--- src/hdl/keypad_scan_override_autorepeat_assert.svh ---
// Assertion macros for the keypad scanner block.
// Used by the top level; expects clk and rst_n in scope.
`ifndef KEYPAD_SCAN_OVERRIDE_AUTOREPEAT_ASSERT_SVH
`define KEYPAD_SCAN_OVERRIDE_AUTOREPEAT_ASSERT_SVH
`ifndef SYNTHESIS
`define KPSA_ASSERT(label, prop) \
    label: assert property (@(posedge clk) disable iff (!rst_n) (prop)) \
        else $error("kpsa assertion failed");
`define KPSA_ASSERT_IMP(label, ante, cons) \
    label: assert property (@(posedge clk) disable iff (!rst_n) (ante) |-> (cons)) \
        else $error("kpsa assertion failed");
`else
`define KPSA_ASSERT(label, prop)
`define KPSA_ASSERT_IMP(label, ante, cons)
`endif
`endif

--- src/hdl/kpsa_pkg.sv ---
// Package for the keypad scanner: key table, status masks, codes and types.
// No dependencies; used by every module of the block.
package kpsa_pkg;

    localparam int TABLE_LEN     = 13;
    localparam int KEY_COUNT_DEF = 13;
    localparam int KEY_W         = 4;
    localparam int WORD_W        = 32;
    localparam int CFG_W         = 16;
    localparam int CFG_IDX_W     = 2;

    localparam logic [WORD_W-1:0] OVR_MASK_A  = 32'h0000_000C;
    localparam logic [WORD_W-1:0] OVR_MASK_C  = 32'h0000_0BFD;
    localparam logic [WORD_W-1:0] SD_LOCK_BIT = 32'h0002_0000;
    localparam logic [WORD_W-1:0] USB_BIT     = 32'h0008_0000;

    localparam logic [CFG_W-1:0] FIRST_DELAY_RST = 16'd500;
    localparam logic [CFG_W-1:0] PERIOD_RST      = 16'd175;

    // 1 where the key lives in word c, 0 for word a
    localparam logic [TABLE_LEN-1:0] KEY_IN_C = 13'b1_1111_1111_1100;

    localparam logic [WORD_W-1:0] KEY_BITS [TABLE_LEN] = '{
        32'h004, 32'h008, 32'h800, 32'h080, 32'h040, 32'h010, 32'h020,
        32'h300, 32'h200, 32'h100, 32'h004, 32'h008, 32'h001
    };

    typedef enum logic [1:0] {
        CMD_NONE,
        CMD_PRESS,
        CMD_RELEASE,
        CMD_RELEASE_ALL
    } cmd_t;

    typedef enum logic [CFG_IDX_W-1:0] {
        CFG_FIRST_DELAY,
        CFG_PERIOD,
        CFG_REMOTE,
        CFG_SPARE
    } cfg_idx_t;

    typedef struct packed {
        logic [TABLE_LEN-1:0] down;
        logic [KEY_W-1:0]     pressed;
        logic [KEY_W-1:0]     clicked;
    } keys_t;

    function automatic int active_keys(input int key_count);
        active_keys = (key_count < TABLE_LEN) ? key_count : TABLE_LEN;
    endfunction

endpackage

--- src/hdl/kpsa_key_scan.sv ---
// Key table decode: pressed vector, first pressed key, first newly pressed key.
// Depends on kpsa_pkg.
module kpsa_key_scan #(
    parameter int KEY_COUNT = kpsa_pkg::KEY_COUNT_DEF
) (
    input  logic [kpsa_pkg::WORD_W-1:0] raw_a,
    input  logic [kpsa_pkg::WORD_W-1:0] raw_c,
    input  logic [kpsa_pkg::WORD_W-1:0] last_a,
    input  logic [kpsa_pkg::WORD_W-1:0] last_c,
    output kpsa_pkg::keys_t             keys
);

    localparam int ACTIVE = kpsa_pkg::active_keys(KEY_COUNT);

    logic [kpsa_pkg::TABLE_LEN-1:0] down_now;
    logic [kpsa_pkg::TABLE_LEN-1:0] down_last;

    always_comb
    begin
        for (int i = 0; i < kpsa_pkg::TABLE_LEN; i++)
        begin
            down_now[i]  = (i < ACTIVE) &&
                (((kpsa_pkg::KEY_IN_C[i] ? raw_c : raw_a) & kpsa_pkg::KEY_BITS[i]) == '0);
            down_last[i] = (i < ACTIVE) &&
                (((kpsa_pkg::KEY_IN_C[i] ? last_c : last_a) & kpsa_pkg::KEY_BITS[i]) == '0);
        end
    end

    // lowest index wins: scan from the top down
    always_comb
    begin
        keys.down    = down_now;
        keys.pressed = '0;
        keys.clicked = '0;
        for (int i = kpsa_pkg::TABLE_LEN - 1; i >= 0; i--)
        begin
            if (down_now[i])
            begin
                keys.pressed = kpsa_pkg::KEY_W'(i + 1);
            end
            if (down_now[i] && !down_last[i])
            begin
                keys.clicked = kpsa_pkg::KEY_W'(i + 1);
            end
        end
    end

endmodule

--- src/hdl/kpsa_repeat.sv ---
// Autorepeat tracker: held key, hold start time and first/later repeat phase.
// Depends on kpsa_pkg.
module kpsa_repeat #(
    parameter int KEY_COUNT = kpsa_pkg::KEY_COUNT_DEF
) (
    input  logic                        clk,
    input  logic                        rst_n,
    input  logic                        advance,
    input  logic                        clear_repeat,
    input  logic [kpsa_pkg::WORD_W-1:0] now_ms,
    input  kpsa_pkg::keys_t             keys,
    input  logic [kpsa_pkg::CFG_W-1:0]  first_delay,
    input  logic [kpsa_pkg::CFG_W-1:0]  period,
    output logic [kpsa_pkg::KEY_W-1:0]  repeat_key
);

    localparam int ACTIVE = kpsa_pkg::active_keys(KEY_COUNT);

    logic [kpsa_pkg::KEY_W-1:0]  held_reg, held_next, held_cur, held_idx;
    logic [kpsa_pkg::WORD_W-1:0] since_reg, since_next, elapsed, limit;
    logic                        repeating_reg, repeating_next;
    logic                        held_ok;

    always_comb
    begin
        held_cur   = clear_repeat ? '0 : held_reg;
        held_idx   = held_cur - kpsa_pkg::KEY_W'(1);
        held_ok    = (held_cur != '0) && (held_cur <= kpsa_pkg::KEY_W'(ACTIVE));
        elapsed    = now_ms - since_reg;
        limit      = {{(kpsa_pkg::WORD_W - kpsa_pkg::CFG_W){1'b0}},
                      (repeating_reg ? period : first_delay)};

        held_next      = held_cur;
        since_next     = since_reg;
        repeating_next = repeating_reg;
        repeat_key     = '0;
        if (keys.clicked != '0)
        begin
            held_next      = keys.clicked;
            repeating_next = 1'b0;
            since_next     = now_ms;
            repeat_key     = keys.clicked;
        end
        else if (held_ok && keys.down[held_idx])
        begin
            // wrapped difference read as signed: negative never fires
            if (!elapsed[kpsa_pkg::WORD_W-1] && (elapsed > limit))
            begin
                repeating_next = 1'b1;
                since_next     = now_ms;
                repeat_key     = held_cur;
            end
        end
        else
        begin
            held_next = '0;
        end
    end

    always_ff @(posedge clk or negedge rst_n)
    begin
        if (!rst_n)
        begin
            held_reg      <= '0;
            since_reg     <= '0;
            repeating_reg <= 1'b0;
        end
        else if (advance)
        begin
            held_reg      <= held_next;
            since_reg     <= since_next;
            repeating_reg <= repeating_next;
        end
    end

endmodule

--- src/hdl/kpsa_usb.sv ---
// USB power pulse meter: saturating run length and last finished pulse.
// Depends on kpsa_pkg.
module kpsa_usb (
    input  logic                       clk,
    input  logic                       rst_n,
    input  logic                       advance,
    input  logic                       level,
    input  logic                       usb_read,
    output logic [kpsa_pkg::CFG_W-1:0] pulse_len
);

    logic [kpsa_pkg::CFG_W-1:0] run_reg, run_next;
    logic [kpsa_pkg::CFG_W-1:0] pulse_reg, pulse_next;

    always_comb
    begin
        run_next  = run_reg;
        pulse_len = pulse_reg;
        if (level)
        begin
            if (run_reg != '1)
            begin
                run_next = run_reg + kpsa_pkg::CFG_W'(1);
            end
        end
        else if (run_reg != '0)
        begin
            pulse_len = run_reg;
            run_next  = '0;
        end
        // reported value is taken before the read clears it
        pulse_next = usb_read ? '0 : pulse_len;
    end

    always_ff @(posedge clk or negedge rst_n)
    begin
        if (!rst_n)
        begin
            run_reg   <= '0;
            pulse_reg <= '0;
        end
        else if (advance)
        begin
            run_reg   <= run_next;
            pulse_reg <= pulse_next;
        end
    end

endmodule

--- src/hdl/keypad_scan_override_autorepeat.sv ---
// Channel | handshake             | payload
// in      | in_valid / in_ready   | raw_word_a/b/c, now_ms, override_on, cmd,
//         |                       | override_key, clear_repeat, usb_read
// out     | out_valid / out_ready | status_a/b/c, pressed_key, clicked_key,
//         |                       | repeat_key, usb_level, usb_pulse_len
// cfg     | cfg_we                | cfg_index, cfg_data
//
// One scan per cycle while out_ready is high; stages: input register, result register.
// All scan state updates in the single cycle a scan moves from input to result register.
// Reset clears override mask and previous words to all ones, repeat and USB state to zero.
// A stalled result holds; the input register still takes one more scan behind it.
// Top level; depends on kpsa_pkg, kpsa_key_scan, kpsa_repeat, kpsa_usb.
module keypad_scan_override_autorepeat #(
    parameter int KEY_COUNT = kpsa_pkg::KEY_COUNT_DEF
) (
    input  logic                           clk,
    input  logic                           rst_n,
    input  logic                           cfg_we,
    input  logic [kpsa_pkg::CFG_IDX_W-1:0] cfg_index,
    input  logic [kpsa_pkg::CFG_W-1:0]     cfg_data,
    input  logic                           in_valid,
    output logic                           in_ready,
    input  logic [kpsa_pkg::WORD_W-1:0]    raw_word_a,
    input  logic [kpsa_pkg::WORD_W-1:0]    raw_word_b,
    input  logic [kpsa_pkg::WORD_W-1:0]    raw_word_c,
    input  logic [kpsa_pkg::WORD_W-1:0]    now_ms,
    input  logic                           override_on,
    input  logic [1:0]                     cmd,
    input  logic [kpsa_pkg::KEY_W-1:0]     override_key,
    input  logic                           clear_repeat,
    input  logic                           usb_read,
    output logic                           out_valid,
    input  logic                           out_ready,
    output logic [kpsa_pkg::WORD_W-1:0]    status_a,
    output logic [kpsa_pkg::WORD_W-1:0]    status_b,
    output logic [kpsa_pkg::WORD_W-1:0]    status_c,
    output logic [kpsa_pkg::KEY_W-1:0]     pressed_key,
    output logic [kpsa_pkg::KEY_W-1:0]     clicked_key,
    output logic [kpsa_pkg::KEY_W-1:0]     repeat_key,
    output logic                           usb_level,
    output logic [kpsa_pkg::CFG_W-1:0]     usb_pulse_len
);

`include "keypad_scan_override_autorepeat_assert.svh"

    localparam int ACTIVE = kpsa_pkg::active_keys(KEY_COUNT);

    // configuration
    logic [kpsa_pkg::CFG_W-1:0] first_delay_reg, period_reg;
    logic                       remote_reg;

    // input register
    logic                        in_vld_reg;
    logic [kpsa_pkg::WORD_W-1:0] raw_a_reg, raw_b_reg, raw_c_reg, now_reg;
    logic                        ovr_on_reg, clear_rep_reg, usb_read_reg;
    kpsa_pkg::cmd_t              cmd_reg;
    logic [kpsa_pkg::KEY_W-1:0]  okey_reg;

    // scan state
    logic [kpsa_pkg::WORD_W-1:0] last_a_reg, last_c_reg;
    logic [kpsa_pkg::WORD_W-1:0] mask_a_reg, mask_a_next, mask_c_reg, mask_c_next;

    // result register
    logic                        out_vld_reg;
    logic [kpsa_pkg::WORD_W-1:0] st_a_reg, st_b_reg, st_c_reg;
    logic [kpsa_pkg::KEY_W-1:0]  pressed_reg, clicked_reg, rep_reg;
    logic                        level_reg;
    logic [kpsa_pkg::CFG_W-1:0]  pulse_reg;

    logic                        advance;
    logic                        okey_valid;
    logic [kpsa_pkg::KEY_W-1:0]  okey_idx;
    logic [kpsa_pkg::WORD_W-1:0] st_a, st_c, st_c_out;
    logic                        level;
    kpsa_pkg::keys_t             keys;
    logic [kpsa_pkg::KEY_W-1:0]  rep_key;
    logic [kpsa_pkg::CFG_W-1:0]  pulse_len;

    assign advance  = in_vld_reg && (!out_vld_reg || out_ready);
    assign in_ready = !in_vld_reg || advance;

    always_ff @(posedge clk or negedge rst_n)
    begin
        if (!rst_n)
        begin
            first_delay_reg <= kpsa_pkg::FIRST_DELAY_RST;
            period_reg      <= kpsa_pkg::PERIOD_RST;
            remote_reg      <= 1'b0;
        end
        else if (cfg_we)
        begin
            case (kpsa_pkg::cfg_idx_t'(cfg_index))
                kpsa_pkg::CFG_FIRST_DELAY: first_delay_reg <= cfg_data;
                kpsa_pkg::CFG_PERIOD:      period_reg      <= cfg_data;
                kpsa_pkg::CFG_REMOTE:      remote_reg      <= cfg_data[0];
                default:                   ;
            endcase
        end
    end

    always_ff @(posedge clk or negedge rst_n)
    begin
        if (!rst_n)
        begin
            in_vld_reg <= 1'b0;
        end
        else if (in_ready)
        begin
            in_vld_reg <= in_valid;
        end
    end

    always_ff @(posedge clk)
    begin
        if (in_valid && in_ready)
        begin
            raw_a_reg     <= raw_word_a;
            raw_b_reg     <= raw_word_b;
            raw_c_reg     <= raw_word_c;
            now_reg       <= now_ms;
            ovr_on_reg    <= override_on;
            cmd_reg       <= kpsa_pkg::cmd_t'(cmd);
            okey_reg      <= override_key;
            clear_rep_reg <= clear_repeat;
            usb_read_reg  <= usb_read;
        end
    end

    // override mask update, applied before this scan's merge
    always_comb
    begin
        okey_valid  = (okey_reg != '0) && (okey_reg <= kpsa_pkg::KEY_W'(ACTIVE));
        okey_idx    = okey_reg - kpsa_pkg::KEY_W'(1);
        mask_a_next = mask_a_reg;
        mask_c_next = mask_c_reg;
        case (cmd_reg)
            kpsa_pkg::CMD_RELEASE_ALL:
            begin
                mask_a_next = mask_a_reg | kpsa_pkg::OVR_MASK_A;
                mask_c_next = mask_c_reg | kpsa_pkg::OVR_MASK_C;
            end
            kpsa_pkg::CMD_PRESS:
            begin
                if (okey_valid)
                begin
                    if (kpsa_pkg::KEY_IN_C[okey_idx])
                        mask_c_next = mask_c_reg & ~kpsa_pkg::KEY_BITS[okey_idx];
                    else
                        mask_a_next = mask_a_reg & ~kpsa_pkg::KEY_BITS[okey_idx];
                end
            end
            kpsa_pkg::CMD_RELEASE:
            begin
                if (okey_valid)
                begin
                    if (kpsa_pkg::KEY_IN_C[okey_idx])
                        mask_c_next = mask_c_reg | kpsa_pkg::KEY_BITS[okey_idx];
                    else
                        mask_a_next = mask_a_reg | kpsa_pkg::KEY_BITS[okey_idx];
                end
            end
            default: ;
        endcase
    end

    always_comb
    begin
        st_a = raw_a_reg;
        st_c = raw_c_reg;
        if (ovr_on_reg)
        begin
            st_a = (raw_a_reg & ~kpsa_pkg::OVR_MASK_A) | (mask_a_next & kpsa_pkg::OVR_MASK_A);
            st_c = (raw_c_reg & ~kpsa_pkg::OVR_MASK_C) | (mask_c_next & kpsa_pkg::OVR_MASK_C);
        end
        level    = |(st_c & kpsa_pkg::USB_BIT);
        st_c_out = st_c & ~kpsa_pkg::SD_LOCK_BIT &
                   ~(remote_reg ? kpsa_pkg::USB_BIT : '0);
    end

    kpsa_key_scan #(
        .KEY_COUNT (KEY_COUNT)
    ) u_key_scan (
        .raw_a  (raw_a_reg),
        .raw_c  (raw_c_reg),
        .last_a (last_a_reg),
        .last_c (last_c_reg),
        .keys   (keys)
    );

    kpsa_repeat #(
        .KEY_COUNT (KEY_COUNT)
    ) u_repeat (
        .clk          (clk),
        .rst_n        (rst_n),
        .advance      (advance),
        .clear_repeat (clear_rep_reg),
        .now_ms       (now_reg),
        .keys         (keys),
        .first_delay  (first_delay_reg),
        .period       (period_reg),
        .repeat_key   (rep_key)
    );

    kpsa_usb u_usb (
        .clk       (clk),
        .rst_n     (rst_n),
        .advance   (advance),
        .level     (level),
        .usb_read  (usb_read_reg),
        .pulse_len (pulse_len)
    );

    always_ff @(posedge clk or negedge rst_n)
    begin
        if (!rst_n)
        begin
            last_a_reg <= '1;
            last_c_reg <= '1;
            mask_a_reg <= '1;
            mask_c_reg <= '1;
        end
        else if (advance)
        begin
            last_a_reg <= raw_a_reg;
            last_c_reg <= raw_c_reg;
            mask_a_reg <= mask_a_next;
            mask_c_reg <= mask_c_next;
        end
    end

    always_ff @(posedge clk or negedge rst_n)
    begin
        if (!rst_n)
        begin
            out_vld_reg <= 1'b0;
        end
        else if (advance)
        begin
            out_vld_reg <= 1'b1;
        end
        else if (out_ready)
        begin
            out_vld_reg <= 1'b0;
        end
    end

    always_ff @(posedge clk)
    begin
        if (advance)
        begin
            st_a_reg    <= st_a;
            st_b_reg    <= raw_b_reg;
            st_c_reg    <= st_c_out;
            pressed_reg <= keys.pressed;
            clicked_reg <= keys.clicked;
            rep_reg     <= rep_key;
            level_reg   <= level;
            pulse_reg   <= pulse_len;
        end
    end

    assign out_valid     = out_vld_reg;
    assign status_a      = st_a_reg;
    assign status_b      = st_b_reg;
    assign status_c      = st_c_reg;
    assign pressed_key   = pressed_reg;
    assign clicked_key   = clicked_reg;
    assign repeat_key    = rep_reg;
    assign usb_level     = level_reg;
    assign usb_pulse_len = pulse_reg;

    `KPSA_ASSERT_IMP(a_full_when_blocked, !in_ready, in_vld_reg && out_vld_reg && !out_ready)
    `KPSA_ASSERT_IMP(a_click_repeats, out_vld_reg && (clicked_reg != '0), rep_reg == clicked_reg)
    `KPSA_ASSERT_IMP(a_click_after_press, out_vld_reg && (clicked_reg != '0),
        (pressed_reg != '0) && (pressed_reg <= clicked_reg))
    `KPSA_ASSERT_IMP(a_sd_lock_clear, out_vld_reg, (st_c_reg & kpsa_pkg::SD_LOCK_BIT) == '0)

endmodule
--- config.mk ---
export PLATFORM = sky130hd
export DESIGN_NAME = keypad_scan_override_autorepeat
export DESIGN_NICKNAME = d
export VERILOG_FILES = /design/src/hdl/kpsa_pkg.sv /design/src/hdl/kpsa_key_scan.sv /design/src/hdl/kpsa_repeat.sv /design/src/hdl/kpsa_usb.sv /design/src/hdl/keypad_scan_override_autorepeat.sv
export VERILOG_INCLUDE_DIRS = /design/src /design/src/hdl
export SDC_FILE = /design/constraint.sdc
export NUM_CORES = 1
export LEC_CHECK = 0
export BUFFER_PORTS_ARGS = -buffer_cell sky130_fd_sc_hd__buf_2
export CAP_MARGIN = 10
export CORE_AREA = 3 3 270 272
export DETAILED_ROUTE_END_ITERATION = 6
export DIE_AREA = 0 0 273 275
export PLACE_DENSITY_LB_ADDON = 0.05
export SYNTH_ARGS = -nofsm -noshare
export SYNTH_HDL_FRONTEND = slang
export SYNTH_HIERARCHICAL = 1
export SYNTH_SLANG_ARGS = --single-unit
export TNS_END_PERCENT = 5
--- constraint.sdc ---
create_clock -name clk -period 5.3 [get_ports clk]
set_input_delay 1.325 -clock clk [delete_from_list [all_inputs] [get_ports clk]]
set_output_delay 1.325 -clock clk [all_outputs]
set_load 0.1 [all_outputs]
==> flow_summary.yaml <==
status:
  status: "complete, no violations"
global_routing:
  grt_pass1_vias: 12300
  grt_usage: 0.130
  grt_pass1_wl_mm: 75.6
  grt_max_degree: 85
  antenna_found_initial: 14
  overflow: 0
timing:
  worst_slew_pin_slew_ns: 0.968
  fmaxAchievable_mhz: 201
  final_max_slew_viol_count: 0
  fin_ws_ns: 0.322
  skew_ns: 0.0282
  relSlewSlack: 0.354
  period_share: 0.939
  grt_setup_unrepaired: "no"
  hold_viol_final: 0
  fin_crit_ns: 4.98
  setup-violations-final: 0
placement:
  placed_area_mm2: 0.0202
  dp_hpwl_mm: 35.0
  dp.cells: 2543
  gp_congestion: 0.778
  pre_cts_ws_ns: 0.129
  place.port_buffers: 284
critical_path:
  worstReg2RegEnd: "u_repeat/since_reg[9]$_DFFE_PN0P_"
  critPathMaxFanout: 18
  rr_worst_depth: 20
  cp_cell_sequence: "inv_1, ha_1, fa_1, nand2b_1, a21oi_1, buf_4, o21a_1, nor3_1, xnor2_1, ha_1, nand4_1, nor3_1, a2111o_1, o21ai_0, buf_4, o2111ai_1, or4_1, o31a_4, buf_12, mux2_4"
  critPathSlowestCell: "or4_1"
  crit_required_ns: 5.77
  crit_type: "flip-flop to flip-flop"
  endpoint_kind: "flip-flop"
  cp.arrival_ns: 5.45
  rr_startpoint: "now_reg[0]$_DFFE_PP_"
  cp-start-kind: "flip-flop"
  critPathMaxStageDelay_ns: 0.58
  reg2reg_slack_ns: 0.32
drt:
  drcViolationCount: 0
  firstDrtPassIters: 5
  wire_per_inst_um: 18.6
  routed_wl_mm: 49.2
  vias_per_cell: 4.46
  drt_iter0_markers: 698
  via_count: 11700
  ant_nets: 0
logic_synthesis:
  ys.warnings.count: 6
  synth_area_mm2: 0.0177
  syn-num-nets: 1566
  syn_area_per_cell_um2: 13.1
  syn_inst: 1349
layout:
  mostFrequentLayoutCell: "buf_2"
  layout-drive-gt1-share: 0.313
  fin_cells: 2637
  mostFrequentLayoutCells: "buf_2 (283), edfxtp_1 (260), nand2_1 (103), dfrtp_1 (92), inv_1 (77)"
  final_nets: 1860
  design_area_mm2: 0.0218
  fillers: 7209
  syn2layout_area_growth_pct: 23.6
clock_network:
  cts_buffers: 48
  cts_setup_buffers: 0
  hold_buffers: 0
  cts_sinks: 388
  cts_tree: "yes"
  cts-htree-levels: 2
  cts_resized: 0
  cts_root_buf: "clkbuf_16"
  clkTransAtPathRegs_ns: 0.06
  clock_path_buffers: 3
  clk_latency_ns: 0.59
pwr:
  peakVddDrop_uv: 249
  p_leak_nw: 8.78
  totalPowerFinal_mw: 10.3
  p_per_area_mw_per_mm2: 472
floorplanning:
  core.rowCount: 98
  design.die.area_mm2: 0.0751
  core-area_mm2: 0.0710
  initial_core_util: 0.249
  io_pins: 287
  die_h_um: 275
  die_x_um: 273
worst_hold_path:
  holdPathStages: 0
  hp-start: "raw_b_reg[17]$_DFFE_PP_"
  hold_end: "status_b[17]$_DFFE_PP_"
  holdCritPathClass: "flip-flop to flip-flop"
flow_run:
  maxCapViolations: 0
==> how the worst max path moves through the flow <==
stage / from / endpoint / depth (start not counted)
after detailed placement: now_reg[8]$_DFFE_PP_ / u_repeat/since_reg[9]$_DFFE_PN0P_ / 19
after CTS: now_reg[8]$_DFFE_PP_ / u_repeat/since_reg[9]$_DFFE_PN0P_ / 19
after floorplan: out_ready / clear_rep_reg$_DFFE_PP_ / 2
final: now_reg[0]$_DFFE_PP_ / u_repeat/since_reg[9]$_DFFE_PN0P_ / 20
after global placement: now_reg[7]$_DFFE_PP_ / u_repeat/since_reg[14]$_DFFE_PN0P_ / 19
after global routing: now_reg[0]$_DFFE_PP_ / u_repeat/since_reg[24]$_DFFE_PN0P_ / 20
==> critical path, delay by kind of cell, from the launching register on <==
kind            cells  cell delay [ns]
simple gates        5             1.06
buf+inv             4             0.54
xor+xnor            1             0.27
mux                 1             0.31
flops               1             0.35
fa+ha+maj           3             0.91
compound gates      6             1.41
==> metal layers <==
layer	up-vias	wire length, um	share of wire	track usage
met1	5686	22600	0.46	0.174
met5	-	116	0.0024	0
met2	288	21300	0.43	0.195
li1	5676	-	-	-
met4	16	1060	0.022	0.0351
met3	82	4080	0.083	0.0504
==> power by group <==
group / total (mW) / switching (mW) / leakage (nW) / internal, mW
combinational: 3.05 / 1.98 / 3.96 / 1.07
clock: 3.36 / 1.35 / 0.799 / 2.01
sequential: 3.89 / 0.221 / 4.02 / 3.67
==> through the flow <==
step                      TNS, ns  utilization  hold WS [ns]
final                           0        0.307         0.417
after floorplan            -74.13            -         0.400
after CTS                       0        0.307         0.418
after detailed placement        0        0.284         0.405
after global routing            0        0.307         0.420
after global placement          0        0.284         0.401
==> final cells by class <==
class                      count  area, um^2  share of cell area
tap                          950        1190              0.0545
multi-input combinational    819        5990               0.275
antenna                        4        10.0            0.000459
sequential                   388       11100               0.507
timing repair buffer         308        1660              0.0760
clock inverter                26         297              0.0136
clock buffer                  64        1320              0.0606
inverter                      78         298              0.0136
(Power assumes the default switching activity.)
